===== config.mk =====
export PLATFORM = sky130hd
export DESIGN_NAME = time_window_schedule_table
export DESIGN_NICKNAME = d
export VERILOG_FILES = /design/src/rtl/core/twst_pkg.sv /design/src/rtl/core/time_window_schedule_table.sv /design/src/rtl/core/twst_mem.sv /design/src/rtl/core/twst_match.sv
export SDC_FILE = /design/constraint.sdc
export NUM_CORES = 1
export LEC_CHECK = 0
export ABC_AREA = 1
export BUFFER_PORTS_ARGS = -buffer_cell sky130_fd_sc_hd__buf_2
export CAP_MARGIN = 25
export CORE_ASPECT_RATIO = 1.1
export CORE_MARGIN = 1
export CORE_UTILIZATION = 40
export DETAILED_ROUTE_END_ITERATION = 10
export GPL_TIMING_DRIVEN = 0
export HOLD_SLACK_MARGIN = 0.05
export MAX_ROUTING_LAYER = met4
export PLACE_DENSITY = 0.61
export SKIP_CTS_REPAIR_TIMING = 1
export SLEW_MARGIN = 40
export SYNTH_ARGS = -nofsm -noshare
export SYNTH_HDL_FRONTEND = slang
export SYNTH_HIERARCHICAL = 1
export SYNTH_SLANG_ARGS = --single-unit

===== constraint.sdc =====
create_clock -name i_clk -period 7.65 [get_ports i_clk]
set_clock_uncertainty 0.1 [all_clocks]
set_input_delay 0.765 -clock i_clk [delete_from_list [all_inputs] [get_ports i_clk]]
set_output_delay 0.765 -clock i_clk [all_outputs]
set_load 0.1 [all_outputs]

===== src/rtl/core/twst_pkg.sv =====
package twst_pkg;

    localparam int MAX_WINDOWS_DEF = 8;
    localparam int SEC_W           = 17;

    localparam logic [1:0] CMD_CLEAR = 2'd0;
    localparam logic [1:0] CMD_ADD   = 2'd1;
    localparam logic [1:0] CMD_QUERY = 2'd2;

    localparam logic [2:0] ST_OK        = 3'd0;
    localparam logic [2:0] ST_BAD_FIELD = 3'd1;
    localparam logic [2:0] ST_ORDER     = 3'd2;
    localparam logic [2:0] ST_OVERLAP   = 3'd3;
    localparam logic [2:0] ST_FULL      = 3'd4;

    localparam logic [5:0] HOUR_MAX  = 6'd23;
    localparam logic [5:0] FIELD_MAX = 6'd60;

    localparam logic [SEC_W-1:0] SEC_PER_HOUR = SEC_W'(3600);
    localparam logic [SEC_W-1:0] SEC_PER_MIN  = SEC_W'(60);

    typedef struct packed {
        logic [1:0] cmd;
        logic [5:0] on_hour;
        logic [5:0] on_minute;
        logic [5:0] on_second;
        logic [5:0] off_hour;
        logic [5:0] off_minute;
        logic [5:0] off_second;
        logic [4:0] now_hour;
        logic [5:0] now_minute;
        logic [5:0] now_second;
    } t_in_item;

    typedef struct packed {
        logic [2:0] status;
        logic       active;
        logic [3:0] window_count;
    } t_out_item;

    typedef struct packed {
        logic [SEC_W-1:0] start_sec;
        logic [SEC_W-1:0] stop_sec;
    } t_window;

    typedef struct packed {
        logic [SEC_W-1:0] lo;
        logic [SEC_W-1:0] hi;
    } t_probe;

    function automatic logic [SEC_W-1:0] day_secs(input logic [5:0] h,
                                                  input logic [5:0] m,
                                                  input logic [5:0] s);
        return SEC_W'(h) * SEC_PER_HOUR + SEC_W'(m) * SEC_PER_MIN + SEC_W'(s);
    endfunction

    function automatic logic field_bad(input logic [5:0] h,
                                       input logic [5:0] m,
                                       input logic [5:0] s);
        return (h > HOUR_MAX) || (m > FIELD_MAX) || (s > FIELD_MAX);
    endfunction

endpackage


===== src/rtl/core/time_window_schedule_table.sv =====
// Daily on/off window table. Each command (clear, add, query) returns one result item.
// An item is converted to seconds of the day as it is taken and checked in the next cycle;
// for a valid add or a query, the stored windows (at most MAX_WINDOWS) are then walked one
// per cycle through a single interval comparator reading the window memory, and an add
// that clears the walk then checks for room and writes. The result waits in its output
// register until taken. No new item is accepted until the result is taken. Window
// storage needs no clearing after reset.
module time_window_schedule_table #(
    parameter int MAX_WINDOWS = twst_pkg::MAX_WINDOWS_DEF
) (
    input  logic                i_clk,
    input  logic                i_rst_n,
    input  logic                i_valid,
    output logic                o_ready,
    input  twst_pkg::t_in_item  i_item,
    output logic                o_valid,
    input  logic                i_ready,
    output twst_pkg::t_out_item o_item
);
    import twst_pkg::*;

    localparam int CNT_W = $clog2(MAX_WINDOWS + 1);
    localparam int IDX_W = (MAX_WINDOWS > 1) ? $clog2(MAX_WINDOWS) : 1;
    localparam logic [CNT_W-1:0] CNT_MAX = CNT_W'(MAX_WINDOWS);

    typedef enum logic [4:0] {
        S_IDLE   = 5'b00001,
        S_CHK    = 5'b00010,
        S_SCAN   = 5'b00100,
        S_COMMIT = 5'b01000,
        S_DONE   = 5'b10000
    } t_state;

    t_state           r_state,  n_state;
    logic [1:0]       r_cmd,    n_cmd;
    logic [SEC_W-1:0] r_lo,     n_lo;
    logic [SEC_W-1:0] r_hi,     n_hi;
    logic             r_bad,    n_bad;
    logic [CNT_W-1:0] r_idx,    n_idx;
    logic [CNT_W-1:0] r_count,  n_count;
    logic [2:0]       r_status, n_status;
    logic             r_active, n_active;

    logic             accept_in;
    logic [SEC_W-1:0] on_s, off_s, now_s;
    logic             in_bad;
    logic [CNT_W-1:0] idx_inc;
    logic             wr_en;
    logic [IDX_W-1:0] rd_addr;
    t_window          rd_data;
    t_window          wr_data;
    t_probe           probe;
    logic             hit;
    logic [CNT_W+3:0] cnt_ext;

    assign accept_in = i_valid && o_ready;
    assign on_s      = day_secs(i_item.on_hour, i_item.on_minute, i_item.on_second);
    assign off_s     = day_secs(i_item.off_hour, i_item.off_minute, i_item.off_second);
    assign now_s     = day_secs({1'b0, i_item.now_hour}, i_item.now_minute,
                                i_item.now_second);
    assign in_bad    = field_bad(i_item.on_hour, i_item.on_minute, i_item.on_second) ||
                       field_bad(i_item.off_hour, i_item.off_minute, i_item.off_second);
    assign idx_inc   = r_idx + CNT_W'(1);

    assign probe.lo          = r_lo;
    assign probe.hi          = r_hi;
    assign wr_data.start_sec = r_lo;
    assign wr_data.stop_sec  = r_hi;
    assign rd_addr           = (n_idx < CNT_MAX) ? n_idx[IDX_W-1:0] : '0;

    twst_mem #(
        .DEPTH(MAX_WINDOWS)
    ) u_mem (
        .i_clk     (i_clk),
        .i_wr_en   (wr_en),
        .i_wr_addr (r_count[IDX_W-1:0]),
        .i_wr_data (wr_data),
        .i_rd_addr (rd_addr),
        .o_rd_data (rd_data)
    );

    twst_match u_match (
        .i_probe (probe),
        .i_entry (rd_data),
        .o_hit   (hit)
    );

    always_comb begin
        n_state  = r_state;
        n_cmd    = r_cmd;
        n_lo     = r_lo;
        n_hi     = r_hi;
        n_bad    = r_bad;
        n_idx    = r_idx;
        n_count  = r_count;
        n_status = r_status;
        n_active = r_active;
        wr_en    = 1'b0;
        unique case (r_state)
            S_IDLE: begin
                if (accept_in) begin
                    n_cmd    = i_item.cmd;
                    n_bad    = in_bad;
                    n_idx    = '0;
                    n_status = ST_OK;
                    n_active = 1'b0;
                    n_state  = S_CHK;
                    if (i_item.cmd == CMD_QUERY) begin
                        n_lo = now_s;
                        n_hi = now_s + SEC_W'(1);
                    end else begin
                        n_lo = on_s;
                        n_hi = off_s;
                    end
                end
            end
            S_CHK: begin
                n_state = S_DONE;
                unique case (r_cmd)
                    CMD_CLEAR: begin
                        n_count = '0;
                    end
                    CMD_ADD: begin
                        if (r_bad) begin
                            n_status = ST_BAD_FIELD;
                        end else if (r_hi <= r_lo) begin
                            n_status = ST_ORDER;
                        end else if (r_count == '0) begin
                            n_state = S_COMMIT;
                        end else begin
                            n_state = S_SCAN;
                        end
                    end
                    CMD_QUERY: begin
                        if (r_count != '0) begin
                            n_state = S_SCAN;
                        end
                    end
                    default: begin
                        n_state = S_DONE;
                    end
                endcase
            end
            S_SCAN: begin
                if (hit) begin
                    n_state = S_DONE;
                    if (r_cmd == CMD_ADD) begin
                        n_status = ST_OVERLAP;
                    end else begin
                        n_active = 1'b1;
                    end
                end else if (idx_inc == r_count) begin
                    n_state = (r_cmd == CMD_ADD) ? S_COMMIT : S_DONE;
                end else begin
                    n_idx = idx_inc;
                end
            end
            S_COMMIT: begin
                n_state = S_DONE;
                if (r_count == CNT_MAX) begin
                    n_status = ST_FULL;
                end else begin
                    wr_en   = 1'b1;
                    n_count = r_count + CNT_W'(1);
                end
            end
            S_DONE: begin
                if (i_ready) begin
                    n_state = S_IDLE;
                end
            end
            default: begin
                n_state = S_IDLE;
            end
        endcase
    end

    always_ff @(posedge i_clk) begin
        if (!i_rst_n) begin
            r_state <= S_IDLE;
            r_count <= '0;
        end else begin
            r_state <= n_state;
            r_count <= n_count;
        end
    end

    always_ff @(posedge i_clk) begin
        r_cmd    <= n_cmd;
        r_lo     <= n_lo;
        r_hi     <= n_hi;
        r_bad    <= n_bad;
        r_idx    <= n_idx;
        r_status <= n_status;
        r_active <= n_active;
    end

    assign cnt_ext             = {4'b0, r_count};
    assign o_ready             = (r_state == S_IDLE);
    assign o_valid             = (r_state == S_DONE);
    assign o_item.status       = r_status;
    assign o_item.active       = r_active;
    assign o_item.window_count = cnt_ext[3:0];

    a_count_bound: assert property (@(posedge i_clk) disable iff (!i_rst_n)
        r_count <= CNT_MAX)
        else $error("window count above capacity");

    a_count_step: assert property (@(posedge i_clk) disable iff (!i_rst_n)
        (r_count != $past(r_count)) |->
            (r_count == '0) || (r_count == $past(r_count) + CNT_W'(1)))
        else $error("window count moved by more than one");

    a_full_status: assert property (@(posedge i_clk) disable iff (!i_rst_n)
        (o_valid && o_item.status == ST_FULL) |-> (r_count == CNT_MAX))
        else $error("full status with room left");

    a_scan_index: assert property (@(posedge i_clk) disable iff (!i_rst_n)
        (r_state == S_SCAN) |-> (r_idx < r_count))
        else $error("scan index past stored windows");

    a_write_only_ok: assert property (@(posedge i_clk) disable iff (!i_rst_n)
        wr_en |=> (o_valid && o_item.status == ST_OK))
        else $error("window written without ok status");

endmodule


===== src/rtl/core/twst_mem.sv =====
module twst_mem #(
    parameter int DEPTH = twst_pkg::MAX_WINDOWS_DEF,
    localparam int IDX_W = (DEPTH > 1) ? $clog2(DEPTH) : 1
) (
    input  logic               i_clk,
    input  logic               i_wr_en,
    input  logic [IDX_W-1:0]   i_wr_addr,
    input  twst_pkg::t_window  i_wr_data,
    input  logic [IDX_W-1:0]   i_rd_addr,
    output twst_pkg::t_window  o_rd_data
);
    import twst_pkg::*;

    t_window r_mem [DEPTH];
    t_window r_rd_data;

    always_ff @(posedge i_clk) begin
        if (i_wr_en) begin
            r_mem[i_wr_addr] <= i_wr_data;
        end
        r_rd_data <= r_mem[i_rd_addr];
    end

    assign o_rd_data = r_rd_data;

endmodule


===== src/rtl/core/twst_match.sv =====
module twst_match (
    input  twst_pkg::t_probe  i_probe,
    input  twst_pkg::t_window i_entry,
    output logic              o_hit
);
    import twst_pkg::*;

    // half-open intervals [lo, hi) and [start, stop) intersect
    assign o_hit = (i_entry.start_sec < i_probe.hi) && (i_probe.lo < i_entry.stop_sec);

endmodule

==> results of run 1 <==
-- routing by layer --
metal,global-route usage [%]
met2,34.6
met3,2.38
met5,-
met4,9.34
met1,25.1
-- stage by stage --
step	instance area [um2]	setup WS (ns)	hold slack (ns)	std cells	util [%]
floorplan	22300	2.57	0.365	2532	-
detailed placement	23900	1.88	0.403	3354	43.6
global route	25200	2.02	0.345	3425	45.9
CTS	25200	2.40	0.351	3425	45.9
global placement	23500	1.92	0.382	3336	42.8
-- Yosys cell counts (10+ instances only) --
cell / number
a21oi_1: 79
xnor2_1: 27
buf_2: 23
dfxtp_1: 47
o21ai_0: 44
inv_1: 549
nor2_2: 10
nand2_1: 736
nor3_1: 10
ha_1: 212
nor2_1: 80
nand3_1: 198
clkbuf_1: 24
fa_1: 49
nand4_1: 15
edfxtp_1: 313
xor2_1: 14
-- kinds of logic after synthesis --
kind of cell | count (synthesis) | share of synthesized area, %
and+or+nand+nor | 1086 | 20.6
adders and majority gates | 261 | 16.3
DFF | 360 | 46.4
AOI/OAI and AO/OA | 163 | 4.02
xor gates and xnor gates | 43 | 1.81
buffers and inverters | 619 | 10.8
==> results.yml, run 1 <==
status:
  outcome: "did not finish"
  error: "[ERROR DRT-0255] Maze Route cannot find path of net i_clk in worker of routeBox ( 193200 0 ) ( 226955 48300 )."
  lastStage: "detailed routing"
yosys:
  synthTopCellsByArea: "edfxtp_1 (42%), nand2_1 (12%), ha_1 (12%), inv_1 (9.3%), nand3_1 (4.5%)"
  syn_inst: 2532
  syn-num-nets: 2852
  synth_cell_types: 54
  yosys_register_bits: 360
  syn_area_per_cell_um2: 8.79
  yosysWarnings: 6
  synth_top_area_cell: "edfxtp_1"
  async_reset_ff_share_pct: 0
  synth-edff-count: 313
  synth_ff_type: "edfxtp_1"
  synth_top_area_share_pct: 42.2
  ys_seq_area_share_pct: 46.4
  netlist_area_um2: 22300
grt:
  antenna_found_initial: 0
  grt.overflow.total: 0
  grt_pass1_vias: 16500
  grt_max_degree: 38
  grt_pass1_wl_um: 87700
  grt.total_usage_pct: 20.7
cts:
  cts.sinks: 360
  numCtsBuffers: 39
  cts_buffer_depth: 3
  cts_root_buf: "clkbuf_16"
  h-tree-depth: 2
die:
  die_h_um: 249
  ios: 69
  initial_utilization_pct: 40.5
  floorplan.rows: 90
  die_w_um: 227
placement:
  place.gp.congestion: 0.914
  io_buffers: 68
  dp_hpwl_um: 41000
==> inputs of run 2 (changes only) <==
Settings changed: CORE_ASPECT_RATIO 1.1 to unset, CORE_UTILIZATION 40 to 25, HOLD_SLACK_MARGIN 0.05 to unset, MAX_ROUTING_LAYER met4 to unset, PLACE_DENSITY 0.61 to unset, PLACE_DENSITY_LB_ADDON set to 0.15.
==> run 2 against run 1 <==
  * The flow now finishes without violations
  * Global-route usage decreased by 6.5 points
  * Area after synthesis did not move
  * Synthesized cell count stayed put
==> results.yml, run 2 <==
status:
  outcome: "completed"
die:
  core_um2: 88200
  die_h_um: 300
  initial_utilization_pct: 25.2
  die-area_um2: 90300
  die_w_um: 300
  ios: 69
  floorplan.rows: 109
sta:
  setup_viol: 0
  post-route-period-util_pct: 69.7
  timing.fmax_mhz: 188
  setup_tns_ns: 0
  holdWs_ns: 0.347
  rsz0062_at_grt: "false"
  relSlewSlack_pct: 46.0
  drv_slew: 0
  hold_violations: 0
  worst_pin_slew_ns: 0.810
  layout_min_cycle_time_ns: 5.33
yosys:
  synthTopCellsByArea: "edfxtp_1 (42%), nand2_1 (12%), ha_1 (12%), inv_1 (9.3%), nand3_1 (4.5%)"
  synth_cell_types: 54
  synth-edff-count: 313
  syn-num-nets: 2852
  yosysWarnings: 6
  async_reset_ff_share_pct: 0
  synth_commonest_cells: "nand2_1 (736), inv_1 (549), edfxtp_1 (313)"
  netlist_area_um2: 22300
  synth_top_area_share_pct: 42.2
  synth_top_area_cell: "edfxtp_1"
  ys_seq_area_share_pct: 46.4
  syn_inst: 2532
  synth_ff_type: "edfxtp_1"
  yosys_register_bits: 360
  syn_area_per_cell_um2: 8.79
  post-synth-top-count-cell: "nand2_1"
placement:
  io_buffers: 68
  place.gp.congestion: 0.798
  dp_hpwl_um: 47200
cts:
  insertion_delay_ns: 0.56
  numCtsBuffers: 43
  cts.sinks: 360
  cts_buffer_depth: 3
  cts_root_buf: "clkbuf_16"
  path_clk_slew_ns: 0.06
  cts_tree: "built"
  h-tree-depth: 2
layout:
  largest_reg_flops: 272
  syn_to_final_growth_pct: 16.2
  nets: 2982
  fill_cells: 9207
  seqCellArea_um2: 10300
  drive_gt1_share_pct: 8.80
  mostFrequentLayoutCells: "nand2_1 (736), inv_1 (548), edfxtp_1 (313)"
  regMostFlops: "u_mem/r_mem"
  final_common_cell: "nand2_1"
  multi_input_area_um2: 9590
route:
  routed_wl_um: 62600
  wl_per_cell_um: 16.2
  vias: 16200
  dr.first_iter.drc_count: 856
  antenna_left: 0
  drc: 0
  avgViaCountPerCell: 4.20
  firstDrtPassIters: 4
worst_setup_path:
  max_stage_delay_ns: 0.53
  end_kind: "register"
  critPathMostFrequentCell: "nand2_1"
  crit_fanout: 6
  worst-path-buf-inv: 3
  cp_slowest_cell: "fa_1"
  critPathArrivalTime_ns: 5.53
  worstSetupPathType: "input pin to register"
  critical_path.top_delay_family: "adder cells"
  start_kind: "input pin"
  cp.required_ns: 7.85
job:
  max_cap_violations: 0
grt:
  grt_pass1_vias: 16600
  antenna_found_initial: 1
  grt_pass1_wl_um: 97100
  grt_max_degree: 38
  grt.overflow.total: 0
  grt.total_usage_pct: 14.3
pwr:
  p_per_area_nw_per_um2: 264
  peakVddDrop_v: 0.000133
  power.total_mw: 6.83
  p_leak_nw: 12.3
worst_hold_path:
  hold_class: "input pin to register"
run 2: cell type report:
type,count,share of cell area (%)
plain buffers,59,1.15
multi-input cells,1553,37.0
repair buffers,85,2.79
clock buffers,66,4.77
well taps,1165,5.63
clock inverters,11,0.522
inverters,560,8.12
flip-flops and latches,360,40.0
diodes,1,0.00967
run 2: per-stage QoR:
step | setup slack (ns) | instances | instance area [um2] | utilization, %
final | 2.32 | 3860 | 25900 | 29.3
after global routing | 2.03 | 3859 | 25900 | 29.3
after CTS | 2.35 | 3859 | 25900 | 29.3
after detailed placement | 1.77 | 3782 | 24500 | 27.8
after global placement | 1.78 | 3765 | 24100 | 27.3
after floorplan | 2.57 | 2532 | 22300 | -
run 2: worst paths after layout:
kind / cells past startpoint / endpoint / slack, ns / start
worst max register to register: 23 / u_mem/o_rd_data[24]$_DFF_P_ / 3.07 / r_hi[4]$_DFFE_PP_
worst min register to register: 2 / r_idx[1]$_DFF_P_ / 0.41 / r_idx[1]$_DFF_P_
worst max-delay path: 25 / r_hi[16]$_DFFE_PP_ / 2.32 / i_item[9]
worst min-delay path: 1 / r_cmd[1]$_DFFE_PP_ / 0.35 / i_item[54]
run 2: kinds of logic (layout without fill, tap and decap cells):
family	after synthesis	count (layout)	synth area share, %
adder cells (fa/ha/maj)	261	261	16.3
XOR/XNOR	43	43	1.81
flip-flops	360	360	46.4
other	0	1	0
AND/OR/NAND/NOR	1086	1086	20.6
buffers and inverters	619	781	10.8
AO/OA/AOI/OAI	163	163	4.02
run 2: per-layer routing:
metal / GRT usage (%) / share of wire [%]
met2: 24.3 / 47
met4: 6.00 / 4.3
met5: 0 / 0
met3: 1.88 / 3.3
met1: 18.1 / 46
run 2: worst register-to-register path: stages, from the launching register on:
cell and delay, ns:
edfxtp_1 0.85, inv_1 0.12, ha_1 0.34, nand2_1 0.09, inv_1 0.04, nand2_1 0.05
nand2_1 0.07, nand2_1 0.07, nand2_1 0.05, nand2_1 0.05, nand3_1 0.06, nor2_1 0.46
inv_1 0.12, nand2_1 0.09, nand2_1 0.05, nand3_1 0.16, nand2_1 0.07, o21ai_1 0.09
nor2b_1 0.15, buf_2 0.30, clkinv_1 0.46, clkbuf_1 0.33, nand2_1 0.24, nand2_1 0.07
run 2: where the power goes:
group          switching (mW)  internal, mW  leakage [nW]
clock                   0.788          1.21         0.665
sequential              0.283          2.36          3.23
combinational            1.42         0.766          8.43
total                    2.49          4.34          12.3
No activity file was read; power rests on OpenSTA's default activity.
